`config.mk`:
```
export PLATFORM = sky130hd
export DESIGN_NAME = priority_retransmit_scheduler
export DESIGN_NICKNAME = d
export VERILOG_FILES = /design/src/hdl/prs_pkg.sv /design/src/hdl/prs_desc_ram.sv /design/src/hdl/prs_queue_ctl.sv /design/src/hdl/priority_retransmit_scheduler.sv
export SDC_FILE = /design/constraint.sdc
export NUM_CORES = 2
export LEC_CHECK = 0
export BUFFER_PORTS_ARGS = -buffer_cell sky130_fd_sc_hd__buf_2
export CORE_ASPECT_RATIO = 0.5
export CORE_MARGIN = 2
export CORE_UTILIZATION = 45
export CTS_CLUSTER_DIAMETER = 80
export DETAILED_ROUTE_END_ITERATION = 8
export PLACE_DENSITY = 0.65
export SLEW_MARGIN = 20
export SYNTH_ARGS = -nofsm -noshare
export SYNTH_HDL_FRONTEND = slang
export SYNTH_SLANG_ARGS = --single-unit
```
`constraint.sdc`:
```
create_clock -name clock -period 15.4 [get_ports clock]
set_input_delay 2.31 -clock clock [delete_from_list [all_inputs] [get_ports clock]]
set_output_delay 2.31 -clock clock [all_outputs]
set_load 0.05 [all_outputs]
```
`src/hdl/prs_pkg.sv`:
```
// ----------------------------------------------------------------------------
// prs_pkg
// Shared types and constants of the priority retransmit scheduler.
// ----------------------------------------------------------------------------
package prs_pkg;

   localparam int PRIO_W    = 2;
   localparam int COUNT_W   = 8;
   localparam int DELAY_W   = 16;
   localparam int STATUS_W  = 3;

   localparam logic [COUNT_W-1:0] SEND_FOREVER = 8'd255;
   localparam logic [COUNT_W-1:0] TRIES_MAX    = 8'd255;

   typedef enum logic [1:0] {
      CMD_TICK    = 2'd0,
      CMD_ENQUEUE = 2'd1,
      CMD_STOP    = 2'd2,
      CMD_CLEAR   = 2'd3
   } cmd_type;

   typedef enum logic [STATUS_W-1:0] {
      STAT_NONE   = 3'd0,
      STAT_ACCEPT = 3'd1,
      STAT_REJECT = 3'd2,
      STAT_SENT   = 3'd3,
      STAT_WAIT   = 3'd4
   } status_type;

   typedef enum logic {
      ST_IDLE = 1'b0,
      ST_EXEC = 1'b1
   } state_type;

   // Pointer update for one queue level, or a clear of all levels.
   typedef struct packed {
      logic push;
      logic pop;
      logic clear;
   } q_upd_type;

endpackage

```
`src/hdl/prs_desc_ram.sv`:
```
// ----------------------------------------------------------------------------
// prs_desc_ram
// Descriptor store: single write port, single read port, registered read.
// ----------------------------------------------------------------------------
module prs_desc_ram #(
   parameter int ADDR_W = 5,
   parameter int DATA_W = 44
) (
   input  logic              clock,
   input  logic              wr_en,
   input  logic [ADDR_W-1:0] wr_addr,
   input  logic [DATA_W-1:0] wr_data,
   input  logic              rd_en,
   input  logic [ADDR_W-1:0] rd_addr,
   output logic [DATA_W-1:0] rd_data
);

   logic [DATA_W-1:0] mem [2**ADDR_W];
   logic [DATA_W-1:0] rd_data_ff;

   always_ff @(posedge clock) begin
      if (wr_en) begin
         mem[wr_addr] <= wr_data;
      end
   end

   always_ff @(posedge clock) begin
      if (rd_en) begin
         rd_data_ff <= mem[rd_addr];
      end
   end

   assign rd_data = rd_data_ff;

endmodule

```
`src/hdl/prs_queue_ctl.sv`:
```
// ----------------------------------------------------------------------------
// prs_queue_ctl
// Head, tail and fill of every priority queue, plus the highest-level
// non-empty search.
// ----------------------------------------------------------------------------
module prs_queue_ctl #(
   parameter int LEVELS      = 4,
   parameter int QUEUE_DEPTH = 8
) (
   input  logic                           clock,
   input  logic                           reset,
   input  logic [$clog2(LEVELS)-1:0]      rd_level,
   output logic [$clog2(QUEUE_DEPTH)-1:0] rd_head,
   output logic [$clog2(QUEUE_DEPTH)-1:0] rd_tail,
   output logic                           rd_full,
   output logic                           top_valid,
   output logic [$clog2(LEVELS)-1:0]      top_level,
   input  prs_pkg::q_upd_type             upd,
   input  logic [$clog2(LEVELS)-1:0]      upd_level
);

   localparam int LVL_W  = $clog2(LEVELS);
   localparam int PTR_W  = $clog2(QUEUE_DEPTH);
   localparam int FILL_W = $clog2(QUEUE_DEPTH + 1);

   logic [PTR_W-1:0]  head_ff [LEVELS];
   logic [PTR_W-1:0]  tail_ff [LEVELS];
   logic [FILL_W-1:0] fill_ff [LEVELS];

   function automatic logic [PTR_W-1:0] bump(input logic [PTR_W-1:0] p);
      return (p == PTR_W'(QUEUE_DEPTH - 1)) ? '0 : PTR_W'(p + 1'b1);
   endfunction

   assign rd_head = head_ff[rd_level];
   assign rd_tail = tail_ff[rd_level];
   assign rd_full = (fill_ff[rd_level] == FILL_W'(QUEUE_DEPTH));

   // last hit wins, so the highest non-empty level is reported
   always_comb begin
      top_valid = 1'b0;
      top_level = '0;
      for (int i = 0; i < LEVELS; i++) begin
         if (fill_ff[i] != '0) begin
            top_valid = 1'b1;
            top_level = LVL_W'(i);
         end
      end
   end

   always_ff @(posedge clock) begin
      if (reset || upd.clear) begin
         for (int i = 0; i < LEVELS; i++) begin
            head_ff[i] <= '0;
            tail_ff[i] <= '0;
            fill_ff[i] <= '0;
         end
      end else if (upd.push) begin
         tail_ff[upd_level] <= bump(tail_ff[upd_level]);
         fill_ff[upd_level] <= FILL_W'(fill_ff[upd_level] + 1'b1);
      end else if (upd.pop && (fill_ff[upd_level] != '0)) begin
         head_ff[upd_level] <= bump(head_ff[upd_level]);
         fill_ff[upd_level] <= FILL_W'(fill_ff[upd_level] - 1'b1);
      end
   end

endmodule

```
`src/hdl/priority_retransmit_scheduler.sv`:
```
// ----------------------------------------------------------------------------
// priority_retransmit_scheduler
// Per-level descriptor FIFOs with retry delay and bounded or unlimited resends.
// ----------------------------------------------------------------------------
// Usage:
//   req_* carries one command (tick, enqueue, stop, clear) and its fields;
//   a transfer happens when req_valid is high and req_stall is low.
//   rsp_* returns exactly one result per command, a transfer when rsp_valid
//   is high and rsp_stall is low. csr_valid/csr_ready writes retry_delay;
//   csr_ready is always high, writes belong to idle periods.
//   Each command is accepted, then executed: the accept cycle issues the
//   descriptor store read of a tick, the execute cycle does the modify,
//   write-back, queue pointer update and loads the result register.
//   req_stall is high in the execute state, so a new command is taken only
//   after the current one has executed and the result register is loaded.
//   While the receiver stalls, the result register holds and the next
//   command may still be accepted; its execute cycle waits until the
//   result register frees up.
//   Synchronous reset empties every queue, clears the delay, the current
//   frame and retry_delay. The descriptor store is not cleared; only
//   entries written by an enqueue are ever used.
// ----------------------------------------------------------------------------
module priority_retransmit_scheduler #(
   parameter int LEVELS      = 4,
   parameter int QUEUE_DEPTH = 8,
   parameter int ADDR_BITS   = 16,
   parameter int LEN_BITS    = 12
) (
   input  logic                 clock,
   input  logic                 reset,

   input  logic                 req_valid,
   output logic                 req_stall,
   input  logic [1:0]           req_command,
   input  logic                 req_bus_busy,
   input  logic [1:0]           req_priority_req,
   input  logic [7:0]           req_max_sends,
   input  logic [ADDR_BITS-1:0] req_payload_addr,
   input  logic [LEN_BITS-1:0]  req_payload_len,

   output logic                 rsp_valid,
   input  logic                 rsp_stall,
   output logic [2:0]           rsp_status,
   output logic [ADDR_BITS-1:0] rsp_send_addr,
   output logic [LEN_BITS-1:0]  rsp_send_len,
   output logic [1:0]           rsp_send_priority,
   output logic [7:0]           rsp_send_attempt,

   input  logic                 csr_valid,
   output logic                 csr_ready,
   input  logic [15:0]          csr_data
);

   localparam int LVL_W  = $clog2(LEVELS);
   localparam int PTR_W  = $clog2(QUEUE_DEPTH);
   localparam int RAM_AW = LVL_W + PTR_W;
   localparam int CW     = prs_pkg::COUNT_W;
   localparam int RAM_DW = ADDR_BITS + LEN_BITS + 2 * CW;

   // control
   prs_pkg::state_type state_ff, state_in;
   logic accept, out_free, fire;

   // captured command
   prs_pkg::cmd_type       cmd_ff;
   logic                   busy_ff;
   logic [1:0]             prio_ff;
   logic [CW-1:0]          maxs_ff;
   logic [ADDR_BITS-1:0]   addr_ff;
   logic [LEN_BITS-1:0]    len_ff;
   logic [LVL_W-1:0]       sel_lvl_ff, sel_lvl_in;
   logic                   top_valid_ff;

   // scheduler state
   logic                        cur_valid_ff, cur_valid_in;
   logic [LVL_W-1:0]            cur_level_ff, cur_level_in;
   logic [prs_pkg::DELAY_W-1:0] delay_ff, delay_in;
   logic [prs_pkg::DELAY_W-1:0] retry_ff;

   // result register
   logic                        rsp_valid_ff;
   prs_pkg::status_type         status_ff, status_in;
   logic [ADDR_BITS-1:0]        s_addr_ff, s_addr_in;
   logic [LEN_BITS-1:0]         s_len_ff, s_len_in;
   logic [1:0]                  s_prio_ff, s_prio_in;
   logic [CW-1:0]               s_try_ff, s_try_in;

   // queue control
   logic [LVL_W-1:0]   q_rd_level, q_top_level;
   logic [PTR_W-1:0]   q_head, q_tail;
   logic               q_full, q_top_valid;
   prs_pkg::q_upd_type q_upd;

   // descriptor store
   logic              ram_wr_en, ram_rd_en;
   logic [RAM_AW-1:0] ram_wr_addr, ram_rd_addr;
   logic [RAM_DW-1:0] ram_wr_data, ram_rd_data;

   logic [ADDR_BITS-1:0] d_addr;
   logic [LEN_BITS-1:0]  d_len;
   logic [CW-1:0]        d_tries, d_maxs, new_tries;
   logic                 enq_bad, send_done;

   prs_queue_ctl #(
      .LEVELS      (LEVELS),
      .QUEUE_DEPTH (QUEUE_DEPTH)
   ) u_queue_ctl (
      .clock     (clock),
      .reset     (reset),
      .rd_level  (q_rd_level),
      .rd_head   (q_head),
      .rd_tail   (q_tail),
      .rd_full   (q_full),
      .top_valid (q_top_valid),
      .top_level (q_top_level),
      .upd       (q_upd),
      .upd_level (sel_lvl_ff)
   );

   prs_desc_ram #(
      .ADDR_W (RAM_AW),
      .DATA_W (RAM_DW)
   ) u_desc_ram (
      .clock   (clock),
      .wr_en   (ram_wr_en),
      .wr_addr (ram_wr_addr),
      .wr_data (ram_wr_data),
      .rd_en   (ram_rd_en),
      .rd_addr (ram_rd_addr),
      .rd_data (ram_rd_data)
   );

   // next state
   always_comb begin
      state_in = state_ff;
      unique case (state_ff)
         prs_pkg::ST_IDLE: begin
            if (accept) begin
               state_in = prs_pkg::ST_EXEC;
            end
         end
         prs_pkg::ST_EXEC: begin
            if (fire) begin
               state_in = prs_pkg::ST_IDLE;
            end
         end
         default: state_in = prs_pkg::ST_IDLE;
      endcase
   end

   // state outputs
   always_comb begin
      req_stall   = (state_ff != prs_pkg::ST_IDLE);
      accept      = req_valid && !req_stall;
      out_free    = !rsp_valid_ff || !rsp_stall;
      fire        = (state_ff == prs_pkg::ST_EXEC) && out_free;
      q_rd_level  = (state_ff == prs_pkg::ST_IDLE) ? q_top_level : sel_lvl_ff;
      ram_rd_en   = accept && (prs_pkg::cmd_type'(req_command) == prs_pkg::CMD_TICK);
      ram_rd_addr = {q_top_level, q_head};
   end

   // level the command works on
   always_comb begin
      unique case (prs_pkg::cmd_type'(req_command))
         prs_pkg::CMD_ENQUEUE: sel_lvl_in = LVL_W'(req_priority_req);
         prs_pkg::CMD_STOP:    sel_lvl_in = cur_level_ff;
         default:              sel_lvl_in = q_top_level;
      endcase
   end

   assign d_addr  = ram_rd_data[ADDR_BITS-1:0];
   assign d_len   = ram_rd_data[ADDR_BITS +: LEN_BITS];
   assign d_tries = ram_rd_data[ADDR_BITS + LEN_BITS +: CW];
   assign d_maxs  = ram_rd_data[ADDR_BITS + LEN_BITS + CW +: CW];

   assign new_tries = (d_tries == prs_pkg::TRIES_MAX) ? d_tries : CW'(d_tries + 1'b1);
   assign send_done = (d_maxs != prs_pkg::SEND_FOREVER) && (new_tries >= d_maxs);
   assign enq_bad   = (len_ff == '0) || (maxs_ff == '0) ||
                      !(int'(prio_ff) < LEVELS) || q_full;

   // execute
   always_comb begin
      status_in    = prs_pkg::STAT_NONE;
      s_addr_in    = '0;
      s_len_in     = '0;
      s_prio_in    = '0;
      s_try_in     = '0;
      q_upd        = '0;
      ram_wr_en    = 1'b0;
      ram_wr_addr  = {sel_lvl_ff,
                      (cmd_ff == prs_pkg::CMD_ENQUEUE) ? q_tail : q_head};
      ram_wr_data  = {d_maxs, new_tries, d_len, d_addr};
      cur_valid_in = cur_valid_ff;
      cur_level_in = cur_level_ff;
      delay_in     = delay_ff;
      if (fire) begin
         unique case (cmd_ff)
            prs_pkg::CMD_ENQUEUE: begin
               if (enq_bad) begin
                  status_in = prs_pkg::STAT_REJECT;
               end else begin
                  status_in   = prs_pkg::STAT_ACCEPT;
                  ram_wr_en   = 1'b1;
                  ram_wr_data = {maxs_ff, {CW{1'b0}}, len_ff, addr_ff};
                  q_upd.push  = 1'b1;
               end
            end
            prs_pkg::CMD_STOP: begin
               if (cur_valid_ff) begin
                  q_upd.pop    = 1'b1;
                  cur_valid_in = 1'b0;
               end
            end
            prs_pkg::CMD_CLEAR: begin
               q_upd.clear  = 1'b1;
               cur_valid_in = 1'b0;
            end
            prs_pkg::CMD_TICK: begin
               priority if (delay_ff != '0) begin
                  delay_in  = prs_pkg::DELAY_W'(delay_ff - 1'b1);
                  status_in = prs_pkg::STAT_WAIT;
               end else if (!top_valid_ff) begin
                  status_in = prs_pkg::STAT_NONE;
               end else if (busy_ff) begin
                  status_in = prs_pkg::STAT_WAIT;
               end else begin
                  status_in    = prs_pkg::STAT_SENT;
                  ram_wr_en    = 1'b1;
                  s_addr_in    = d_addr;
                  s_len_in     = d_len;
                  s_prio_in    = 2'(sel_lvl_ff);
                  s_try_in     = new_tries;
                  delay_in     = retry_ff;
                  cur_level_in = sel_lvl_ff;
                  cur_valid_in = !send_done;
                  q_upd.pop    = send_done;
               end
            end
            default: status_in = prs_pkg::STAT_NONE;
         endcase
      end
   end

   // control registers
   always_ff @(posedge clock) begin
      if (reset) begin
         state_ff     <= prs_pkg::ST_IDLE;
         cur_valid_ff <= 1'b0;
         cur_level_ff <= '0;
         delay_ff     <= '0;
         retry_ff     <= '0;
         rsp_valid_ff <= 1'b0;
      end else begin
         state_ff     <= state_in;
         cur_valid_ff <= cur_valid_in;
         cur_level_ff <= cur_level_in;
         delay_ff     <= delay_in;
         if (csr_valid) begin
            retry_ff <= csr_data;
         end
         if (fire) begin
            rsp_valid_ff <= 1'b1;
         end else if (!rsp_stall) begin
            rsp_valid_ff <= 1'b0;
         end
      end
   end

   // payload registers
   always_ff @(posedge clock) begin
      if (accept) begin
         cmd_ff       <= prs_pkg::cmd_type'(req_command);
         busy_ff      <= req_bus_busy;
         prio_ff      <= req_priority_req;
         maxs_ff      <= req_max_sends;
         addr_ff      <= req_payload_addr;
         len_ff       <= req_payload_len;
         sel_lvl_ff   <= sel_lvl_in;
         top_valid_ff <= q_top_valid;
      end
      if (fire) begin
         status_ff <= status_in;
         s_addr_ff <= s_addr_in;
         s_len_ff  <= s_len_in;
         s_prio_ff <= s_prio_in;
         s_try_ff  <= s_try_in;
      end
   end

   assign csr_ready         = 1'b1;
   assign rsp_valid         = rsp_valid_ff;
   assign rsp_status        = status_ff;
   assign rsp_send_addr     = s_addr_ff;
   assign rsp_send_len      = s_len_ff;
   assign rsp_send_priority = s_prio_ff;
   assign rsp_send_attempt  = s_try_ff;

endmodule

```
==> flow_summary.yaml <==
power_and_ir_drop:
  peakVddDrop_mv: 0.09447
  power.density_nw_per_um2: 134.5
  power.leakage_nw: 23.52
synthesis:
  ys.flop_type: "edfxtp_1"
  async_flop_share: 0
  ys_types: 77
  avgSynthCellArea_um2: 14.33
  synth_nets: 4612
  syn_area_um2: 64930
  synth_warnings: 0
  synth_seq_area_share: 0.7404
  syn_inst: 4530
  synth_edf_count: 1575
  ys_ff_latch: 1614
timing:
  rsz0062_at_grt: "false"
  worst_pin_slew_ns: 1.220
  fin_worst_skew_ns: 0.02439
  drv_slew: 0
  finalHoldViolCount: 0
  setup_ws_ns: 8.978
  fin_crit_ns: 6.422
  maxSlewHeadroom: 0.1801
  fmax_ghz: 0.1557
  timing.final.crit_share: 0.4170
  setup_viol: 0
  tns_ns: 0
die:
  die_x_um: 541.2
  rows: 98
  core-area_um2: 143100
  io_pins: 106
  dieArea_um2: 147500
  fp.dieH_um: 272.6
  start_util: 0.4538
clocking:
  clockBufferDepth: 3
  cts_tree: "yes"
  cts-root-buf: "clkbuf_16"
  clk_latency_ns: 0.80
  post-cts-setup-buffers: 0
  ctsHoldBuffers: 0
  cts_sinks: 1614
  cts_buffers: 145
  htree_levels: 4
  clk_pin_slew_ns: 0.06
  cts_resized: 0
drt:
  num_vias: 41513
  drc: 0
  firstDrtPassIters: 7
  wl_per_cell_um: 29.33
  dr.first_iter.drc_count: 6851
  drt_wl_total_mm: 193.1
  vias_per_cell: 6.308
  ant_nets: 0
run_status:
  status: "completed"
placed_design:
  dp_cells: 6311
  dpl.hpwl_mm: 100.8
  dpl-instance-area_um2: 67590
  portBuffers: 104
  place_congestion: 0.9206
  dpl_worst_slack_ns: 9.094
worst_setup_path:
  crit_arrival_ns: 7.05
  worst_setup_path_end_kind: "flip-flop"
  crit_fanout: 92
  criticalPathCategory: "flip-flop to flip-flop"
  startpoint: "u_queue_ctl.fill_ff[3][0]$_DFFE_PP_"
  cp.required_ns: 16.03
  startpoint_type: "flip-flop"
  reg2reg_from: "u_queue_ctl.fill_ff[3][0]$_DFFE_PP_"
cells_and_area:
  drive_above_1_share: 0.1118
  area_growth_pct: 11.42
  nNetsFinal: 4640
  finalNonFillerCells: 6581
  post-route-cell-area_um2: 72340
hold_path:
  min_path_type: "flip-flop to flip-flop"
  hp-start: "cur_valid_ff$_SDFFE_PP0P_"
global_route:
  antenna_found_initial: 6
  grt_overflow_total: 0
  grt_max_degree: 201
  grt.total_usage: 0.2571
  grt_pass1_vias: 39103
  grt_pass1_wl_mm: 275.4
job:
  cap_viol_max_count: 0
-- cells by family (layout without fill, tap and decap cells) --
| kind of cell | count (synthesis) | count (layout) | share of synthesized area |
|---|---|---|---|
| other | 1 | 4 | 0.00005775 |
| buffers and inverters | 414 | 562 | 0.02742 |
| AND/OR/NAND/NOR | 1392 | 1392 | 0.09758 |
| XOR/XNOR | 6 | 6 | 0.0008095 |
| multiplexers | 128 | 128 | 0.02230 |
| adder cells (fa/ha/maj) | 20 | 20 | 0.003970 |
| AO/OA/AOI/OAI | 955 | 955 | 0.1074 |
| flip-flops | 1614 | 1614 | 0.7404 |
-- layout make-up --
cell class / instances / area, um2
fill: 11604 / 70750
multi-input combinational: 2502 / 15470
clock inverter: 89 / 850.8
clock buffer: 178 / 3880
timing repair buffer: 204 / 1338
sequential: 1614 / 48080
tap: 1900 / 2377
inverter: 91 / 341.6
antenna: 3 / 7.507
-- worst paths after layout --
path                            cells after the start                          endpoint  slack, ns
worst max register to register                     10  u_desc_ram.rd_data[10]$_DFFE_PP_       8.98
worst min-delay path                                2         cur_valid_ff$_SDFFE_PP0P_       0.46
worst min register to register                      2         cur_valid_ff$_SDFFE_PP0P_       0.46
worst max-delay path                               10  u_desc_ram.rd_data[10]$_DFFE_PP_       8.98
-- critical path: stages, from the launching register on --
cell and delay, ns:
edfxtp_1 0.46, or4_1 0.87, a211o_1 0.53, a31oi_4 0.65, a21o_4 0.86, buf_4 0.92
buf_4 0.94, nand2_1 0.13, a32oi_1 0.36, o221ai_1 0.20, nor3_1 0.22
-- routing by layer --
metal / vias to the layer above / global-route usage / share of wire
li1: 17527 / - / -
met3: 326 / 0.05576 / 0.12
met2: 2722 / 0.3738 / 0.43
met4: 4 / 0.08653 / 0.028
met5: - / 0 / 0.00012
met1: 20934 / 0.3832 / 0.42
-- cells in the mapped netlist (9+ instances only) --
master	instances	area, um2
nor2b_1	189	1182
mux4_2	10	225.2
nor3_1	70	350.3
o21ai_0	128	640.6
a32oi_1	45	394.1
o22ai_1	23	143.9
nand2_1	492	1847
nor2_1	384	1441
and2_1	36	225.2
and3_1	9	56.30
a22o_1	63	551.8
a2111oi_0	85	744.5
dfxtp_1	39	780.8
a221oi_1	186	1629
inv_1	90	337.8
buf_2	118	590.6
nand2b_1	10	62.56
edfxtp_1	1575	47300
o2111ai_1	43	376.6
nand3_1	123	615.6
o221ai_1	23	201.4
ha_1	19	237.7
a22oi_1	45	337.8
mux2_2	33	371.6
buf_1	15	56.30
a211oi_1	70	525.5
clkbuf_1	172	645.6
buf_4	15	112.6
mux2i_1	85	850.8
nand4_1	29	181.4
a21oi_1	200	1001
nor4_1	23	143.9
-- stage by stage --
| stage | util | hold WS, ns | power, mW |
|---|---|---|---|
| 2_1_floorplan | - | 0.4317 | 5.781 |
| 3_3_place_gp | 0.4723 | 0.4411 | 6.114 |
| 3_5_place_dp | 0.4724 | 0.4534 | 6.136 |
| 4_1_cts | 0.5054 | 0.4637 | 9.744 |
| 5_1_grt | 0.5055 | 0.4858 | 10.03 |
| 6_report | 0.5056 | 0.4599 | 9.731 |
-- cells in the final DEF (no fill, tap or decap), types with 9 or more instances in the layout --
master / netlist / final
clkbuf_1: 172 / 27
a2111oi_0: 85 / 84
o2111ai_1: 43 / 43
dfxtp_1: 39 / 39
edfxtp_1: 1575 / 1575
a21oi_1: 200 / 200
a22oi_1: 45 / 45
o21ai_1: 2 / 9
bufinv_16: 0 / 14
mux2_2: 33 / 33
buf_4: 15 / 94
o22ai_1: 23 / 23
ha_1: 19 / 19
o221ai_1: 23 / 23
and2_1: 36 / 35
nor4_1: 23 / 19
buf_2: 118 / 104
nor3_1: 70 / 68
nand4_1: 29 / 29
and3_1: 9 / 9
nand2b_1: 10 / 10
inv_1: 90 / 89
clkinv_1: 1 / 42
a221oi_1: 186 / 186
clkinv_2: 0 / 18
o21ai_0: 128 / 121
nor2b_1: 189 / 189
a32oi_1: 45 / 45
mux4_2: 10 / 10
a22o_1: 63 / 63
nand2_1: 492 / 491
clkbuf_16: 0 / 151
a211oi_1: 70 / 69
nor2_1: 384 / 348
nand3_1: 123 / 121
mux2i_1: 85 / 85
nor2_4: 0 / 34
-- power breakdown --
part	leakage, nW	switching [mW]	internal, mW	total, mW
clock network	2.30	1.63	2.04	3.67
logic	6.65	0.815	0.308	1.12
registers	14.6	0.0348	4.90	4.94
-- flip-flops by register name (all words and copies together), names as in the netlist, named ones only --
signal,flops
addr_ff,16
busy_ff,1
cmd_ff,2
cur_level_ff,2
cur_valid_ff,1
delay_ff,16
len_ff,12
maxs_ff,8
req_stall,1
retry_ff,16
rsp_send_addr,16
rsp_send_attempt,8
rsp_send_len,12
rsp_send_priority,2
rsp_status,3
rsp_valid,1
sel_lvl_ff,2
top_valid_ff,1
u_desc_ram.mem,1408
u_desc_ram.rd_data,44
u_queue_ctl.fill_ff,16
u_queue_ctl.head_ff,12
u_queue_ctl.tail_ff,12
(Power assumes the default switching activity.)
